### config.mk
export PLATFORM = sky130hd
export DESIGN_NAME = cnhs_divider
export DESIGN_NICKNAME = d
export VERILOG_FILES = /design/src/design/cnhs_pkg.sv /design/src/design/cnhs_divider.sv
export SDC_FILE = /design/constraint.sdc
export NUM_CORES = 1
export LEC_CHECK = 0
export ABC_AREA = 1
export BUFFER_PORTS_ARGS = -buffer_cell sky130_fd_sc_hd__buf_4
export CORE_MARGIN = 10
export CORE_UTILIZATION = 40
export CTS_CLUSTER_DIAMETER = 100
export DETAILED_ROUTE_END_ITERATION = 6
export PLACE_DENSITY_LB_ADDON = 0.15
export SLEW_MARGIN = 20
export SYNTH_ARGS = -nofsm -noshare
export SYNTH_HDL_FRONTEND = slang
export SYNTH_SLANG_ARGS = --single-unit
### constraint.sdc
create_clock -name clk -period 9.2 [get_ports clk]
set_input_delay 0.92 -clock clk [delete_from_list [all_inputs] [get_ports clk]]
set_output_delay 0.92 -clock clk [all_outputs]
set_load 0.01 [all_outputs]
### src/design/cnhs_pkg.sv
package cnhs_pkg;

  // Controller states, one-hot
  typedef enum logic [8:0] {
    ST_IDLE  = 9'b000000001,
    ST_CLEAR = 9'b000000010,
    ST_RHS   = 9'b000000100,
    ST_FACT  = 9'b000001000,
    ST_FWD   = 9'b000010000,
    ST_SCALE = 9'b000100000,
    ST_BACK  = 9'b001000000,
    ST_EMIT  = 9'b010000000,
    ST_WAIT  = 9'b100000000
  } state_t;

  localparam logic CMD_CLEAR = 1'b0;
  localparam logic CMD_STEP  = 1'b1;

  localparam logic [1:0] REG_LAMBDA = 2'd0;
  localparam logic [1:0] REG_SRC_LO = 2'd1;
  localparam logic [1:0] REG_SRC_HI = 2'd2;

  // Divider request / response
  typedef struct packed {
    logic        start;
    logic [63:0] num;   // signed numerator
    logic [33:0] den;   // positive denominator
  } div_req_t;

  typedef struct packed {
    logic        done;
    logic [63:0] quo;   // signed rounded quotient
  } div_rsp_t;

  // Saturate a 66-bit signed value to 32 bits
  function automatic logic [31:0] sat32(input logic signed [65:0] v);
    logic [31:0] r;
    if (v > 66'sd2147483647) r = 32'h7fffffff;
    else if (v < -66'sd2147483648) r = 32'h80000000;
    else r = v[31:0];
    return r;
  endfunction

endpackage

### src/design/cnhs_divider.sv
// Restoring divider, one quotient bit a cycle, rounding ties away from zero
module cnhs_divider (
  input  logic               clk,
  input  logic               rst_n,
  input  cnhs_pkg::div_req_t req,
  output cnhs_pkg::div_rsp_t rsp
);

  logic [63:0] mag_r, mag_nxt;
  logic [63:0] quo_r, quo_nxt;
  logic [34:0] rem_r, rem_nxt;
  logic [33:0] den_r, den_nxt;
  logic        neg_r, neg_nxt;
  logic [6:0]  cnt_r, cnt_nxt;
  logic        busy_r, busy_nxt;
  logic        done_r, done_nxt;
  logic [34:0] trial;
  logic [63:0] amag;

  always_comb begin
    mag_nxt  = mag_r;
    quo_nxt  = quo_r;
    rem_nxt  = rem_r;
    den_nxt  = den_r;
    neg_nxt  = neg_r;
    cnt_nxt  = cnt_r;
    busy_nxt = busy_r;
    done_nxt = 1'b0;
    amag     = req.num[63] ? (64'd0 - req.num) : req.num;
    trial    = {rem_r[33:0], mag_r[63]} - {1'b0, den_r};
    if (req.start) begin
      // Add half the divisor first so truncation rounds to nearest
      mag_nxt  = amag + {31'd0, req.den[33:1]};
      den_nxt  = req.den;
      neg_nxt  = req.num[63];
      rem_nxt  = '0;
      quo_nxt  = '0;
      cnt_nxt  = 7'd64;
      busy_nxt = 1'b1;
    end else if (busy_r) begin
      mag_nxt = {mag_r[62:0], 1'b0};
      if (!trial[34]) begin
        rem_nxt = trial;
        quo_nxt = {quo_r[62:0], 1'b1};
      end else begin
        rem_nxt = {rem_r[33:0], mag_r[63]};
        quo_nxt = {quo_r[62:0], 1'b0};
      end
      cnt_nxt = cnt_r - 7'd1;
      if (cnt_r == 7'd1) begin
        busy_nxt = 1'b0;
        done_nxt = 1'b1;
      end
    end
  end

  always_ff @(posedge clk) begin
    if (!rst_n) begin
      busy_r <= 1'b0;
      done_r <= 1'b0;
      cnt_r  <= '0;
    end else begin
      busy_r <= busy_nxt;
      done_r <= done_nxt;
      cnt_r  <= cnt_nxt;
    end
    mag_r <= mag_nxt;
    quo_r <= quo_nxt;
    rem_r <= rem_nxt;
    den_r <= den_nxt;
    neg_r <= neg_nxt;
  end

  assign rsp.done = done_r;
  assign rsp.quo  = neg_r ? (64'd0 - quo_r) : quo_r;

endmodule

==> out/results.ini <==
[finish]
area_growth_pct = 15.9
drive_gt1_share_pct = 11.7
fin_area_um2 = 19100
nFillCells = 4247
postLayoutCoreUtil_pct = 46.8
nNetsFinal = 2767

[clock_tree]
clkSinkCount = 206
cts_max_level = 1
clockRootBuffer = clkbuf_16
cts_tree = done
cts_resized = 0
hold_buffers = 0
post-cts-setup-buffers = 0
clkTransAtPathRegs_ps = 60
cts_buffers = 26
clockBufferDepth = 3
clock_latency_ps = 560

[placed_design]
port_buffers = 165
hpwl_mm = 44.1
gp_congestion = 0.968
placed_area_um2 = 18200
pre_cts_ws_ps = 4360

[logic_synthesis]
synth_top_family_by_area = simple AND/OR/NAND/NOR gates
syn_area_um2 = 16400
synthSimpleGateAreaFrac_pct = 33.6
synth.distinct_cells = 49
syn_area_per_cell_um2 = 6.72
async_reset_ff_share_pct = 0
ys_seq_elements = 206
synth_xor_area_share_pct = 8.52
synth-compound-area-share_pct = 13.1
post_synth_fa_ha_maj_area_fraction_pct = 5.65
synth_seq_area_share_pct = 31.1
synth_edf_count = 99
syn_inst = 2446
synth_fp_nets = 2620
yosysWarnings = 0
synth.area.mux_share_pct = 0
ys.flop_type = dfxtp_1

[floorplan]
rows = 74
die_w_um = 223
start_util_pct = 40.4
core_area_um2 = 40700
die_y_um = 223
die_area_um2 = 49600
io_pins = 166

[critical_path]
cp.arrival_ps = 3440
ff2ff_setup_slack_ps = 5570
startpoint = quo_r[0]
rr_startpoint = mag_r[63]
start_kind = flop
endpoint_kind = output port
cp_max_fo = 5
required_ps = 8280
crit_type = flop to output port

[global_routing]
first_global_vias = 16255
grt_pass1_wl_mm = 87.1
antenna_found_initial = 3
grt_usage_pct = 21.3
grt_max_degree = 101
gr-total-overflow = 0

[routing]
drtIter0Drc = 1325
avgViaCountPerCell = 5.27
postRouteAntennaNets = 0
vias = 16588
wl_mm = 54.6
drc_errors = 0
detail_route.wl_per_cell_um = 17.4
first_pass_iters = 6

[timing]
slew_headroom_pct = 29.9
setup-tns-final_ps = 0
fmax_ghz = 0.229
worst_pin_slew_ps = 1050
hold_viol_final = 0
grt_setup_unrepaired = no
finalClockSkew_ps = 16.8
fin_ws_ps = 4840
finalSetupViolCount = 0
layout_worst_path_cycle_share_pct = 47.4
period_minus_slack_ps = 4360
maxSlewViolCount = 0

[power]
clkPwrFrac_pct = 39.1
p_leak_nw = 8.81
power.internal_mw = 1.85
seqPwrFrac_pct = 39.5
power.switching_mw = 0.828
power.density_nw_per_um2 = 140
p_sw_share_pct = 30.9
vdd_drop_max_uv = 146
combPwrFrac_pct = 21.4

[worst_hold_path]
min_from = rem_r[2]
hold_class = flop to flop

[job]
maxCapViolations = 0

[status]
status = finished, final reports clean

==> worst paths after layout <==
check	endpoint	cells after the start
setup / recovery	rsp[53]	12
hold reg to reg	rem_r[2]	2
setup reg to reg	rem_r[8]	18
hold / removal	rem_r[2]	2
==> cells in the mapped netlist (10+ instances only) <==
| master | instances | area share, % |
|---|---|---|
| a21o_1 | 14 | 0.64 |
| o21bai_1 | 13 | 0.59 |
| ha_1 | 71 | 5.4 |
| nand2_1 | 688 | 16 |
| dfxtp_1 | 107 | 13 |
| nor2_1 | 279 | 6.4 |
| o22ai_1 | 63 | 2.4 |
| inv_2 | 10 | 0.23 |
| clkbuf_1 | 38 | 0.87 |
| nand4_1 | 41 | 1.6 |
| a21oi_1 | 100 | 3.0 |
| nand3_1 | 145 | 4.4 |
| nor4_1 | 22 | 0.84 |
| a31oi_1 | 27 | 1.0 |
| edfxtp_1 | 99 | 18 |
| nor2_2 | 23 | 0.87 |
| nand2_2 | 23 | 0.87 |
| inv_1 | 278 | 6.3 |
| o21ai_0 | 118 | 3.6 |
| nor3_1 | 31 | 0.94 |
| o21ai_1 | 12 | 0.37 |
| xor2_1 | 105 | 5.6 |
| xnor2_1 | 55 | 2.9 |
==> sequential cells by signal, summed over array words and instances (netlist names) <==
name / count
quo_r: 64
rem_r: 34
mag_r: 64
done_r: 1
neg_r: 1
busy_r: 1
cnt_r: 7
den_r: 34
==> per-layer routing <==
metal | track usage, % | vias up | part of all wire, %
met3 | 2.99 | 80 | 5.7
met1 | 27.7 | 7616 | 45
met5 | 0 | - | 0
li1 | - | 8377 | -
met2 | 36.2 | 515 | 47
met4 | 5.58 | 0 | 2.5
==> cells in the final DEF (no fill, tap or decap), types with 26 or more instances in the layout <==
master and count:
nand2_1 688, inv_1 278, nor2_1 277, buf_4 173, nand3_1 145, o21ai_0 118, dfxtp_1 107, xor2_1 105
a21oi_1 100, edfxtp_1 99, ha_1 71, o22ai_1 63, xnor2_1 55, nand4_1 41, nor3_1 31, a31oi_1 27
clkbuf_16 26
==> power groups by stage <==
stage	logic [mW]	clock network, mW	registers [mW]
floorplan	0.377	0	1.07
global placement	0.562	0	1.08
detailed placement	0.566	0	1.08
CTS	0.566	1.08	1.06
global route	0.636	1.11	1.06
finish	0.571	1.05	1.06
==> worst max-delay path, cell delays in order (launching register included) <==
cell     delay, ps
dfxtp_1        350
inv_1          130
nand3_1        130
nor3_2         210
nand4_1        260
nor4_1         500
nand3_1        230
nor2_1         310
nand3_1        160
nand2_1        120
o21ai_0        110
xor2_1         200
buf_4          160
==> metrics by stage <==
stage	std cells	power [mW]	hold WS [ps]
after detailed placement	3097	1.64	465
after global placement	3097	1.64	461
after floorplan	2446	1.45	449
after global routing	3147	2.81	493
final	3148	2.68	470
after CTS	3145	2.70	475
==> cell type report <==
class                      count  area (µm²)  area share, %
multi-input combinational   1896       10000           52.5
sequential                   206        5110           26.8
timing repair buffer         173        1300           6.81
inverter                     290        1090           5.72
clock buffer                  37         742           3.89
tap                          532         666           3.49
clock inverter                11         133          0.696
antenna                        3        7.51         0.0394
==> cells by family after synthesis <==
| kind of cell | Yosys count |
|---|---|
| flops | 206 |
| fa+ha+maj | 73 |
| compound gates | 375 |
| buf+inv | 344 |
| simple gates | 1288 |
| xor+xnor | 160 |
No activity file was read; power rests on OpenSTA's default activity.
